File: config.mk
export PLATFORM = sky130hd
export DESIGN_NAME = outcode_line_clipper_top
export DESIGN_NICKNAME = d
export VERILOG_FILES = /design/src/olc_pkg.sv /design/src/olc_ctrl.sv /design/src/olc_dp.sv /design/src/outcode_line_clipper_top.sv
export SDC_FILE = /design/constraint.sdc
export NUM_CORES = 1
export LEC_CHECK = 0
export ABC_CLOCK_PERIOD_IN_PS = 6140
export BUFFER_PORTS_ARGS = -buffer_cell sky130_fd_sc_hd__buf_4
export CORE_MARGIN = 2
export CORE_UTILIZATION = 50
export DETAILED_ROUTE_END_ITERATION = 7
export PLACE_DENSITY = 0.75
export SYNTH_ARGS = -nofsm -noshare
export SYNTH_HDL_FRONTEND = slang
export SYNTH_SLANG_ARGS = --single-unit
File: constraint.sdc
create_clock -name i_clk -period 6.14 [get_ports i_clk]
set_clock_uncertainty 0.2 [all_clocks]
set_input_delay 0.614 -clock i_clk [delete_from_list [all_inputs] [get_ports i_clk]]
set_output_delay 0.614 -clock i_clk [all_outputs]
set_load 0.02 [all_outputs]
File: src/olc_pkg.sv
package olc_pkg;

    localparam int COORD_BITS_DEF = 16;
    localparam int MAX_ROUNDS     = 8;
    localparam int ROUND_BITS     = 4;
    localparam int CFG_IDX_BITS   = 2;

    localparam logic [CFG_IDX_BITS-1:0] REG_LEFT   = 2'd0;
    localparam logic [CFG_IDX_BITS-1:0] REG_RIGHT  = 2'd1;
    localparam logic [CFG_IDX_BITS-1:0] REG_BOTTOM = 2'd2;
    localparam logic [CFG_IDX_BITS-1:0] REG_TOP    = 2'd3;

    localparam int LEFT_RST   = 0;
    localparam int RIGHT_RST  = 639;
    localparam int BOTTOM_RST = 0;
    localparam int TOP_RST    = 479;

    typedef struct packed {
        logic load;
        logic setup;
        logic mul_step;
        logic div_step;
        logic update;
        logic out_load;
        logic out_acc;
    } t_dp_cmd;

    typedef struct packed {
        logic both_in;
        logic shared;
    } t_dp_sts;

endpackage

File: src/olc_ctrl.sv
module olc_ctrl #(
    parameter int COORD_BITS = olc_pkg::COORD_BITS_DEF
) (
    input  logic             i_clk,
    input  logic             i_rst_n,
    input  logic             i_valid,
    output logic             o_ready,
    output logic             o_valid,
    input  logic             i_ready,
    input  olc_pkg::t_dp_sts i_sts,
    output olc_pkg::t_dp_cmd o_cmd
);

    localparam int CW = $clog2(2 * COORD_BITS + 2);

    localparam logic [2:0] S_IDLE = 3'd0;
    localparam logic [2:0] S_EVAL = 3'd1;
    localparam logic [2:0] S_MUL  = 3'd2;
    localparam logic [2:0] S_DIV  = 3'd3;
    localparam logic [2:0] S_UPD  = 3'd4;

    localparam logic [CW-1:0] MUL_LAST = CW'(COORD_BITS);
    localparam logic [CW-1:0] DIV_LAST = CW'(2 * COORD_BITS + 1);
    localparam logic [olc_pkg::ROUND_BITS-1:0] ROUND_LIM =
        olc_pkg::ROUND_BITS'(olc_pkg::MAX_ROUNDS);

    logic [2:0]                       r_state, n_state;
    logic [CW-1:0]                    r_cnt, n_cnt;
    logic [olc_pkg::ROUND_BITS-1:0]   r_round, n_round;
    logic                             r_out_valid, n_out_valid;
    logic                             out_free;

    assign out_free = !r_out_valid || i_ready;
    assign o_ready  = (r_state == S_IDLE);
    assign o_valid  = r_out_valid;

    always_comb begin
        n_state     = r_state;
        n_cnt       = r_cnt;
        n_round     = r_round;
        n_out_valid = r_out_valid && !i_ready;
        o_cmd       = '0;
        case (r_state)
            S_IDLE: begin
                if (i_valid) begin
                    o_cmd.load = 1'b1;
                    n_round    = '0;
                    n_state    = S_EVAL;
                end
            end
            S_EVAL: begin
                if (i_sts.both_in || i_sts.shared || r_round == ROUND_LIM) begin
                    // finish only once the output register is free
                    if (out_free) begin
                        o_cmd.out_load = 1'b1;
                        o_cmd.out_acc  = i_sts.both_in;
                        n_out_valid    = 1'b1;
                        n_state        = S_IDLE;
                    end
                end else begin
                    o_cmd.setup = 1'b1;
                    n_cnt       = '0;
                    n_state     = S_MUL;
                end
            end
            S_MUL: begin
                o_cmd.mul_step = 1'b1;
                n_cnt          = r_cnt + 1'b1;
                if (r_cnt == MUL_LAST) begin
                    n_cnt   = '0;
                    n_state = S_DIV;
                end
            end
            S_DIV: begin
                o_cmd.div_step = 1'b1;
                n_cnt          = r_cnt + 1'b1;
                if (r_cnt == DIV_LAST) begin
                    n_state = S_UPD;
                end
            end
            S_UPD: begin
                o_cmd.update = 1'b1;
                n_round      = r_round + 1'b1;
                n_state      = S_EVAL;
            end
            default: begin
                n_state = S_IDLE;
            end
        endcase
    end

    always_ff @(posedge i_clk) begin
        if (!i_rst_n) begin
            r_state     <= S_IDLE;
            r_cnt       <= '0;
            r_round     <= '0;
            r_out_valid <= 1'b0;
        end else begin
            r_state     <= n_state;
            r_cnt       <= n_cnt;
            r_round     <= n_round;
            r_out_valid <= n_out_valid;
        end
    end

`ifndef SYNTHESIS
    a_div_to_upd: assert property (@(posedge i_clk) disable iff (!i_rst_n)
        (r_state == S_DIV && r_cnt == DIV_LAST) |=> (r_state == S_UPD))
        else $error("division did not end in update");
    a_round_lim: assert property (@(posedge i_clk) disable iff (!i_rst_n)
        (r_round <= ROUND_LIM))
        else $error("round count beyond limit");
    a_out_free: assert property (@(posedge i_clk) disable iff (!i_rst_n)
        o_cmd.out_load |-> (!r_out_valid || i_ready))
        else $error("result overwrote a waiting item");
    a_mul_to_div: assert property (@(posedge i_clk) disable iff (!i_rst_n)
        (r_state == S_MUL && r_cnt == MUL_LAST) |=> (r_state == S_DIV))
        else $error("multiply did not hand over to division");
`endif

endmodule

File: src/olc_dp.sv
module olc_dp #(
    parameter int COORD_BITS = olc_pkg::COORD_BITS_DEF
) (
    input  logic                                 i_clk,
    input  logic                                 i_rst_n,
    input  logic                                 i_cfg_we,
    input  logic [olc_pkg::CFG_IDX_BITS-1:0]     i_cfg_idx,
    input  logic [COORD_BITS-1:0]                i_cfg_data,
    input  logic signed [COORD_BITS-1:0]         i_start_x,
    input  logic signed [COORD_BITS-1:0]         i_start_y,
    input  logic signed [COORD_BITS-1:0]         i_end_x,
    input  logic signed [COORD_BITS-1:0]         i_end_y,
    input  olc_pkg::t_dp_cmd                     i_cmd,
    output olc_pkg::t_dp_sts                     o_sts,
    output logic signed [COORD_BITS-1:0]         o_clip_start_x,
    output logic signed [COORD_BITS-1:0]         o_clip_start_y,
    output logic signed [COORD_BITS-1:0]         o_clip_end_x,
    output logic signed [COORD_BITS-1:0]         o_clip_end_y,
    output logic                                 o_accepted
);

    localparam int W = COORD_BITS;
    localparam int P = 2 * W + 2;

    logic signed [W-1:0] r_left, r_right, r_bottom, r_top;
    logic signed [W-1:0] r_x1, r_y1, r_x2, r_y2;
    logic signed [W-1:0] r_edge, r_base;
    logic                r_xaxis, r_side, r_neg, r_zero;
    logic [W:0]          r_mcand, r_mpl, r_den, r_rem;
    logic [P-1:0]        r_quo;
    logic signed [W-1:0] r_ox1, r_oy1, r_ox2, r_oy2;
    logic                r_oacc;

    logic [3:0]          c1, c2, csel;
    logic signed [W-1:0] e_sel;
    logic [W:0]          num, fac, den;
    logic [W:0]          rem_sh_lo;
    logic [W+1:0]        rem_sh;
    logic                ge;
    logic [W-1:0]        q_lo;
    logic signed [W-1:0] newv;

    function automatic logic [3:0] outcode(
        input logic signed [W-1:0] x,
        input logic signed [W-1:0] y,
        input logic signed [W-1:0] l,
        input logic signed [W-1:0] r,
        input logic signed [W-1:0] b,
        input logic signed [W-1:0] t
    );
        logic [3:0] c;
        c    = '0;
        c[0] = (x < l);
        c[1] = (x > r);
        c[2] = (y < b);
        c[3] = (y > t);
        return c;
    endfunction

    function automatic logic [W:0] diff(
        input logic signed [W-1:0] a,
        input logic signed [W-1:0] b
    );
        return {a[W-1], a} - {b[W-1], b};
    endfunction

    function automatic logic [W:0] mag(input logic [W:0] v);
        return v[W] ? (~v + 1'b1) : v;
    endfunction

    assign c1 = outcode(r_x1, r_y1, r_left, r_right, r_bottom, r_top);
    assign c2 = outcode(r_x2, r_y2, r_left, r_right, r_bottom, r_top);
    assign o_sts.both_in = (c1 == 4'd0) && (c2 == 4'd0);
    assign o_sts.shared  = ((c1 & c2) != 4'd0);

    // the first endpoint is moved while it lies outside
    assign csel  = (c1 != 4'd0) ? c1 : c2;
    assign e_sel = csel[0] ? r_left : csel[1] ? r_right : csel[2] ? r_bottom : r_top;

    always_comb begin
        if (csel[0] || csel[1]) begin
            num = diff(r_y2, r_y1);
            fac = diff(e_sel, r_x1);
            den = diff(r_x2, r_x1);
        end else begin
            num = diff(r_x2, r_x1);
            fac = diff(e_sel, r_y1);
            den = diff(r_y2, r_y1);
        end
    end

    // restoring division, one quotient bit a cycle
    assign rem_sh_lo = r_rem;
    assign rem_sh    = {rem_sh_lo, r_quo[P-1]};
    assign ge        = (rem_sh >= {1'b0, r_den});

    assign q_lo = r_quo[W-1:0];
    assign newv = r_zero ? r_base : (r_neg ? r_base - $signed(q_lo) : r_base + $signed(q_lo));

    always_ff @(posedge i_clk) begin
        if (!i_rst_n) begin
            r_left   <= W'(olc_pkg::LEFT_RST);
            r_right  <= W'(olc_pkg::RIGHT_RST);
            r_bottom <= W'(olc_pkg::BOTTOM_RST);
            r_top    <= W'(olc_pkg::TOP_RST);
        end else if (i_cfg_we) begin
            case (i_cfg_idx)
                olc_pkg::REG_LEFT:   r_left   <= i_cfg_data;
                olc_pkg::REG_RIGHT:  r_right  <= i_cfg_data;
                olc_pkg::REG_BOTTOM: r_bottom <= i_cfg_data;
                olc_pkg::REG_TOP:    r_top    <= i_cfg_data;
                default: ;
            endcase
        end
    end

    always_ff @(posedge i_clk) begin
        if (i_cmd.load) begin
            r_x1 <= i_start_x;
            r_y1 <= i_start_y;
            r_x2 <= i_end_x;
            r_y2 <= i_end_y;
        end
        if (i_cmd.setup) begin
            r_edge  <= e_sel;
            r_base  <= (csel[0] || csel[1]) ? r_y1 : r_x1;
            r_xaxis <= csel[0] || csel[1];
            r_side  <= (c1 != 4'd0);
            r_neg   <= num[W] ^ fac[W] ^ den[W];
            r_zero  <= (num == '0) || (fac == '0) || (den == '0);
            r_mcand <= mag(num);
            r_mpl   <= mag(fac);
            r_den   <= mag(den);
            r_quo   <= '0;
            r_rem   <= '0;
        end
        if (i_cmd.mul_step) begin
            // shift-add from the top bit of the multiplier
            r_quo <= {r_quo[P-2:0], 1'b0} + (r_mpl[W] ? P'(r_mcand) : P'(0));
            r_mpl <= {r_mpl[W-1:0], 1'b0};
        end
        if (i_cmd.div_step) begin
            r_rem <= ge ? (W+1)'(rem_sh - {1'b0, r_den}) : rem_sh[W:0];
            r_quo <= {r_quo[P-2:0], ge};
        end
        if (i_cmd.update) begin
            if (r_side) begin
                r_x1 <= r_xaxis ? r_edge : newv;
                r_y1 <= r_xaxis ? newv : r_edge;
            end else begin
                r_x2 <= r_xaxis ? r_edge : newv;
                r_y2 <= r_xaxis ? newv : r_edge;
            end
        end
        if (i_cmd.out_load) begin
            r_ox1  <= r_x1;
            r_oy1  <= r_y1;
            r_ox2  <= r_x2;
            r_oy2  <= r_y2;
            r_oacc <= i_cmd.out_acc;
        end
    end

    assign o_clip_start_x = r_ox1;
    assign o_clip_start_y = r_oy1;
    assign o_clip_end_x   = r_ox2;
    assign o_clip_end_y   = r_oy2;
    assign o_accepted     = r_oacc;

endmodule

File: src/outcode_line_clipper_top.sv
// channel  | handshake           | payload
// input    | i_valid / o_ready   | i_start_x, i_start_y, i_end_x, i_end_y
// output   | o_valid / i_ready   | o_clip_start_x/y, o_clip_end_x/y, o_accepted
// config   | i_cfg_we            | i_cfg_idx, i_cfg_data
// one item at a time; each clip round runs a setup step, a shift-add multiply, a restoring
// divide and an update, the multiply and divide sharing one shift-add/restoring unit
// rounds are at most four on real segments and never more than eight
// synchronous active-low reset restores the window to 0..639 by 0..479
// a waiting result holds the last decision until the output register is free
module outcode_line_clipper_top #(
    parameter int COORD_BITS = olc_pkg::COORD_BITS_DEF
) (
    input  logic                              i_clk,
    input  logic                              i_rst_n,
    input  logic                              i_cfg_we,
    input  logic [olc_pkg::CFG_IDX_BITS-1:0]  i_cfg_idx,
    input  logic [COORD_BITS-1:0]             i_cfg_data,
    input  logic                              i_valid,
    output logic                              o_ready,
    input  logic signed [COORD_BITS-1:0]      i_start_x,
    input  logic signed [COORD_BITS-1:0]      i_start_y,
    input  logic signed [COORD_BITS-1:0]      i_end_x,
    input  logic signed [COORD_BITS-1:0]      i_end_y,
    output logic                              o_valid,
    input  logic                              i_ready,
    output logic signed [COORD_BITS-1:0]      o_clip_start_x,
    output logic signed [COORD_BITS-1:0]      o_clip_start_y,
    output logic signed [COORD_BITS-1:0]      o_clip_end_x,
    output logic signed [COORD_BITS-1:0]      o_clip_end_y,
    output logic                              o_accepted
);

    olc_pkg::t_dp_cmd cmd;
    olc_pkg::t_dp_sts sts;

    olc_ctrl #(.COORD_BITS(COORD_BITS)) u_ctrl (
        .i_clk   (i_clk),
        .i_rst_n (i_rst_n),
        .i_valid (i_valid),
        .o_ready (o_ready),
        .o_valid (o_valid),
        .i_ready (i_ready),
        .i_sts   (sts),
        .o_cmd   (cmd)
    );

    olc_dp #(.COORD_BITS(COORD_BITS)) u_dp (
        .i_clk          (i_clk),
        .i_rst_n        (i_rst_n),
        .i_cfg_we       (i_cfg_we),
        .i_cfg_idx      (i_cfg_idx),
        .i_cfg_data     (i_cfg_data),
        .i_start_x      (i_start_x),
        .i_start_y      (i_start_y),
        .i_end_x        (i_end_x),
        .i_end_y        (i_end_y),
        .i_cmd          (cmd),
        .o_sts          (sts),
        .o_clip_start_x (o_clip_start_x),
        .o_clip_start_y (o_clip_start_y),
        .o_clip_end_x   (o_clip_end_x),
        .o_clip_end_y   (o_clip_end_y),
        .o_accepted     (o_accepted)
    );

endmodule
==> flow_summary.toml, run 1 <==
[finish]
final_core_util_pct = 59.78
diodes = 0
stdcell_area_um2 = 28480
nets = 3307
syn_to_final_growth_pct = 18.12
layout_commonest_cell = "nand2_1"
final_cell_mix = "357 x nand2_1, 337 x buf_4, 224 x ha_1, 210 x nor2_1, 202 x edfxtp_1"
layout-drive-gt1-share_pct = 16.92

[synthesis]
synth_area_um2 = 24110
ys_seq_area_share_pct = 37.03
synthArstFlopShare_pct = 0
ys_types = 96
post-synth-top-area-cell = "edfxtp_1"
synth_fp_nets = 3041
ys_ff_latch = 345
synth-edff-count = 202
syn_avg_cell_area_um2 = 8.875
synthTopCellsByArea = "edfxtp_1 25%, ha_1 12%, dfxtp_1 12%"
ys.flop_type = "edfxtp_1"
ys_warn_count = 0
synth_top_area_share_pct = 25.15
syn_inst = 2717

[sta]
rsz0062_at_grt = "true"
hold_violations = 0
slew_viol_final = 0
timing.slew.headroom_pct = 32.51
fin_crit_ns = 5.974
finalSetupViolations = 0
holdWs_ns = 0.1255
fin_crit_sh_pct = 97.30
fmax_mhz = 167.4
tightest_slew_ns = 1.009

[drt]
drtIter0Drc = 2152
num_vias = 22070
post-route-drc-count = 0
wl_per_cell_um = 23.85
viasPerCell = 6.080
firstDrtPassIters = 6
wl_mm = 86.59
ant_nets = 0

[worst_setup_path]
cp_max_fo = 16
reg2reg_setup_slack_ns = 0.17
slowest_stage = "or4b_4"
cp.required_ns = 6.27
cp.arrival_ns = 6.11
crit_path_frequent_cell = "buf_4"
start_kind = "flop"
worstSetupPathType = "flop to flop"
endpoint_kind = "flop"
max_stage_delay_ns = 0.50

[floorplan]
die-width_um = 223.6
row_count = 80
core-area_um2 = 47650
start_util_pct = 50.61
die_area_um2 = 50000
io-pin-count = 154
fp.dieH_um = 223.6

[global_routing]
grt_start_max_net_pins = 83
use_met1_pct = 44.45
grt_busiest_layer = "met2"
grt_usage_pct = 34.32
antenna_found_initial = 2
grt_util_met3_pct = 5.089
met2_usage_pct = 55.75
grt_pass1_vias = 21312
grt_pass1_wl_mm = 129.3
overflow = 0

[clocking]
cts_buffer_depth = 3
clock_latency_ns = 0.59
cts_tree = "built"
hold_buffers = 0
htreeDepth = 2
numCtsBuffers = 40
clkSlewWorstSetupHoldPaths_ns = 0.06
cts-root-buf = "clkbuf_16"
cts_sinks = 345

[run_status]
status = "complete, no violations"

[place]
place_hpwl_mm = 68.63
place_congestion = 1.025
io_buffers = 153
post_dp_cell_area_um2 = 26980

[run]
maxCapViolCount = 0

[hold_path]
hold_class = "input pin to flop"
-- cell usage after synthesis, types with 39 or more instances --
| master | instances |
|---|---|
| a21o_1 | 43 |
| nand3_1 | 45 |
| xor2_1 | 49 |
| ha_1 | 231 |
| xnor2_1 | 82 |
| mux2i_1 | 72 |
| a211oi_1 | 57 |
| nor2_1 | 212 |
| nor3_1 | 39 |
| clkbuf_1 | 83 |
| a21boi_0 | 57 |
| and3_1 | 41 |
| nand2_1 | 357 |
| edfxtp_1 | 202 |
| inv_1 | 170 |
| a21oi_1 | 202 |
| o21ai_0 | 134 |
| dfxtp_1 | 143 |
-- repair_timing --
action | CTS | global route
endpoints found under the hold margin | 0 | 0
resized for setup | 11 | 32
buffers inserted | 0 | 1
setup endpoints to repair | 17 | 17
pin swaps | 0 | 12
-- layer usage --
layer,vias up,share of wire (%)
met1,10616,41
met5,-,0.015
met2,908,45
li1,10329,-
met3,215,7.3
met4,2,6.0
-- critical path: cells and delay by family (launching register included) --
kind	cells	cell delay, ns
compound gates	10	1.83
fa+ha+maj	2	0.59
buf+inv	5	0.74
flops	1	0.31
mux	1	0.34
simple gates	7	1.72
-- sequential cells by signal (all words and copies together), names as in the netlist, 3 cells and up --
signal               cells
u_dp.r_quo              34
u_dp.r_den              17
u_dp.r_mcand            17
u_dp.r_mpl              17
u_dp.r_rem              17
u_dp.o_clip_end_x       16
u_dp.o_clip_end_y       16
u_dp.o_clip_start_x     16
u_dp.o_clip_start_y     16
u_dp.r_base             16
u_dp.r_bottom           16
u_dp.r_edge             16
u_dp.r_left             16
u_dp.r_right            16
u_dp.r_top              16
u_dp.r_x1               16
u_dp.r_x2               16
u_dp.r_y1               16
u_dp.r_y2               16
u_ctrl.r_cnt             6
u_ctrl.r_round           4
u_ctrl.r_state           3
-- path summary, 6_finish.rpt --
kind,depth (start not counted),from,endpoint
max,25,u_dp.r_top[1]$_SDFFE_PN1P_,u_dp.r_zero$_DFFE_PP_
min,3,i_cfg_data[0],u_dp.r_top[0]$_SDFFE_PN1P_
max reg2reg,25,u_dp.r_top[1]$_SDFFE_PN1P_,u_dp.r_zero$_DFFE_PP_
min reg2reg,2,u_dp.r_bottom[11]$_SDFFE_PN0P_,u_dp.r_bottom[11]$_SDFFE_PN0P_
-- through the flow --
step                std cells  TNS (ns)  setup slack, ns
finish                   3630         0           0.1660
global route             3630  -0.03621         -0.03621
CTS                      3629         0         0.004083
detailed placement       3555    -1.797          -0.2690
global placement         3555    -1.078          -0.2010
floorplan                2717         0           0.2430
-- layout make-up --
class | instances | area, µm²
multi-input combinational | 2082 | 14250
clock inverter | 25 | 232.7
clock buffer | 49 | 1055
fill | 4131 | 19160
tap | 615 | 769.5
sequential | 345 | 8931
inverter | 173 | 649.4
timing repair buffer | 341 | 2596
-- cells by family after synthesis --
family / count (synthesis) / share of synthesized area, %
adder cells (fa/ha/maj): 237 / 12.48
AO/OA/AOI/OAI: 705 / 19.01
flip-flops: 345 / 37.03
AND/OR/NAND/NOR: 916 / 17.85
multiplexers: 93 / 4.078
buffers and inverters: 290 / 4.799
XOR/XNOR: 131 / 4.758
Power of run 1 is left out: the tool's default activity adds up to more than one toggle a clock period on the data nets, which glitch-free logic cannot reach.
==> run 2: changes to the inputs <==
- CORE_UTILIZATION: 50 -> 37
- PLACE_DENSITY: 0.75 -> 0.6
==> flow_summary.toml, run 2 (synthesis gave the netlist of run 1 again) <==
[clocking]
cts_sinks = 345
clkSlewWorstSetupHoldPaths_ns = 0.06
numCtsBuffers = 44
cts_buffer_depth = 3
clock_latency_ns = 0.63
htreeDepth = 2
cts_tree = "built"
cts-root-buf = "clkbuf_16"

[worst_setup_path]
worstSetupPathType = "flop to flop"
start_kind = "flop"
cp.arrival_ns = 6.10
endpoint_kind = "flop"
cp_max_fo = 4
cp.required_ns = 6.28

[run_status]
status = "complete, no violations"

[drt]
num_vias = 21985
post-route-drc-count = 0
ant_nets = 0
viasPerCell = 5.675
wl_per_cell_um = 23.50
firstDrtPassIters = 6
wl_mm = 91.04
drtIter0Drc = 1981

[finish]
layout.area.seq_um2 = 8930
largest_reg_flops = 34
nFillCells = 6366
nets = 3306
layout-drive-gt1-share_pct = 16.96
final_cell_mix = "357 x nand2_1, 333 x buf_4, 227 x ha_1, 210 x nor2_1, 202 x edfxtp_1"
stdcell_area_um2 = 28950
syn_to_final_growth_pct = 20.03
regMostFlops = "u_dp.r_quo"
multi_input_area_um2 = 14280
layout_commonest_cell = "nand2_1"
final_core_util_pct = 44.90

[run]
maxCapViolCount = 0

[sta]
fmax_mhz = 167.9
hold_violations = 0
fin_ws_ns = 0.1841
setup_tns_ns = 0
timing.slew.headroom_pct = 25.66
finalSetupViolations = 0
slew_viol_final = 0
fin_crit_sh_pct = 97.00
fin_crit_ns = 5.956
tightest_slew_ns = 1.111

[global_routing]
antenna_found_initial = 3
grt_start_max_net_pins = 83
grt_pass1_wl_mm = 132.8
overflow = 0
grt_pass1_vias = 21153
grt_usage_pct = 26.45

[place]
place_congestion = 0.9759
post_dp_cell_area_um2 = 27210
io_buffers = 153
pre_cts_ws_ns = -0.3113
place_hpwl_mm = 71.65

[floorplan]
die_area_um2 = 67230
die-width_um = 259.3
core-area_um2 = 64460
fp.dieH_um = 259.3
row_count = 93
start_util_pct = 37.41
io-pin-count = 154

[hold_path]
hold_class = "input pin to flop"
-- run 2: cell count changes in the layout (fill, tap and decap cells not counted), sizes merged --
cell / delta
inv: -4
buf: -5
clkinv: +1
clkbuf: +14
diode: +1
clkinvlp: -3
-- run 2: critical path: stages (launching register included) --
cell and delay, ns:
dfxtp_1 0.39, ha_4 0.23, a211oi_2 0.22, o21ai_1 0.10
o211ai_1 0.13, or4b_4 0.49, mux2_4 0.35, and2_4 0.17
a31oi_4 0.25, mux2i_2 0.27, a21oi_2 0.09, mux2i_1 0.18
ha_2 0.22, inv_1 0.05, fa_2 0.34, a21o_1 0.19
a21o_1 0.21, buf_4 0.15, xor2_1 0.15, a211oi_2 0.20
nand3_1 0.16, nor3b_2 0.25, nand2_1 0.12, o31ai_2 0.26
xnor2_1 0.11, a22o_1 0.18
-- run 2: what timing repair did --
item | 4_1_cts | 5_1_grt
gates resized for setup | 21 | 31
endpoints found under the setup margin | 17 | 17
buffers inserted | 0 | 3
pin swaps | 1 | 15
hold buffers | 0 | 0
-- run 2: area by class of cell --
| type | instances | share of cell area (%) |
|---|---|---|
| Multi-Input combinational cell | 2082 | 49.33 |
| Sequential cell | 345 | 30.85 |
| Timing Repair Buffer | 336 | 8.814 |
| Clock buffer | 63 | 4.331 |
| Tap cell | 855 | 3.696 |
| Inverter | 173 | 2.243 |
| Clock inverter | 19 | 0.7305 |
| Antenna cell | 1 | 0.008645 |
-- run 2: worst paths after layout --
kind / start / end / slack [ns] / cells past startpoint
worst min register to register: u_dp.r_x2[0]$_DFF_P_ / u_dp.o_clip_end_x[0]$_DFFE_PP_ / 0.26 / 0
worst max register to register: u_dp.r_y1[5]$_DFF_P_ / u_dp.r_mpl[13]$_DFFE_PP_ / 0.18 / 25
worst min-delay path: i_cfg_data[0] / u_dp.r_top[0]$_SDFFE_PN1P_ / 0.08 / 3
worst max-delay path: u_dp.r_y1[5]$_DFF_P_ / u_dp.r_mpl[13]$_DFFE_PP_ / 0.18 / 25
-- run 2: per-layer routing --
layer / global-route usage, % / wire (µm) / vias up
li1: - / - / 10324
met5: 0 / 13 / -
met1: 35.00 / 39290 / 10602
met2: 41.56 / 40300 / 845
met4: 13.84 / 5225 / 2
met3: 4.237 / 6208 / 212
-- run 2: per-stage QoR --
| stage | hold WS [ns] | cells |
|---|---|---|
| after detailed placement | 0.2309 | 3788 |
| after floorplan | 0.2082 | 2717 |
| after global placement | 0.2426 | 3788 |
| final | 0.07659 | 3874 |
| after global routing | 0.07962 | 3873 |
| after CTS | 0.05581 | 3870 |
Power of run 2 is left out for the same reason.
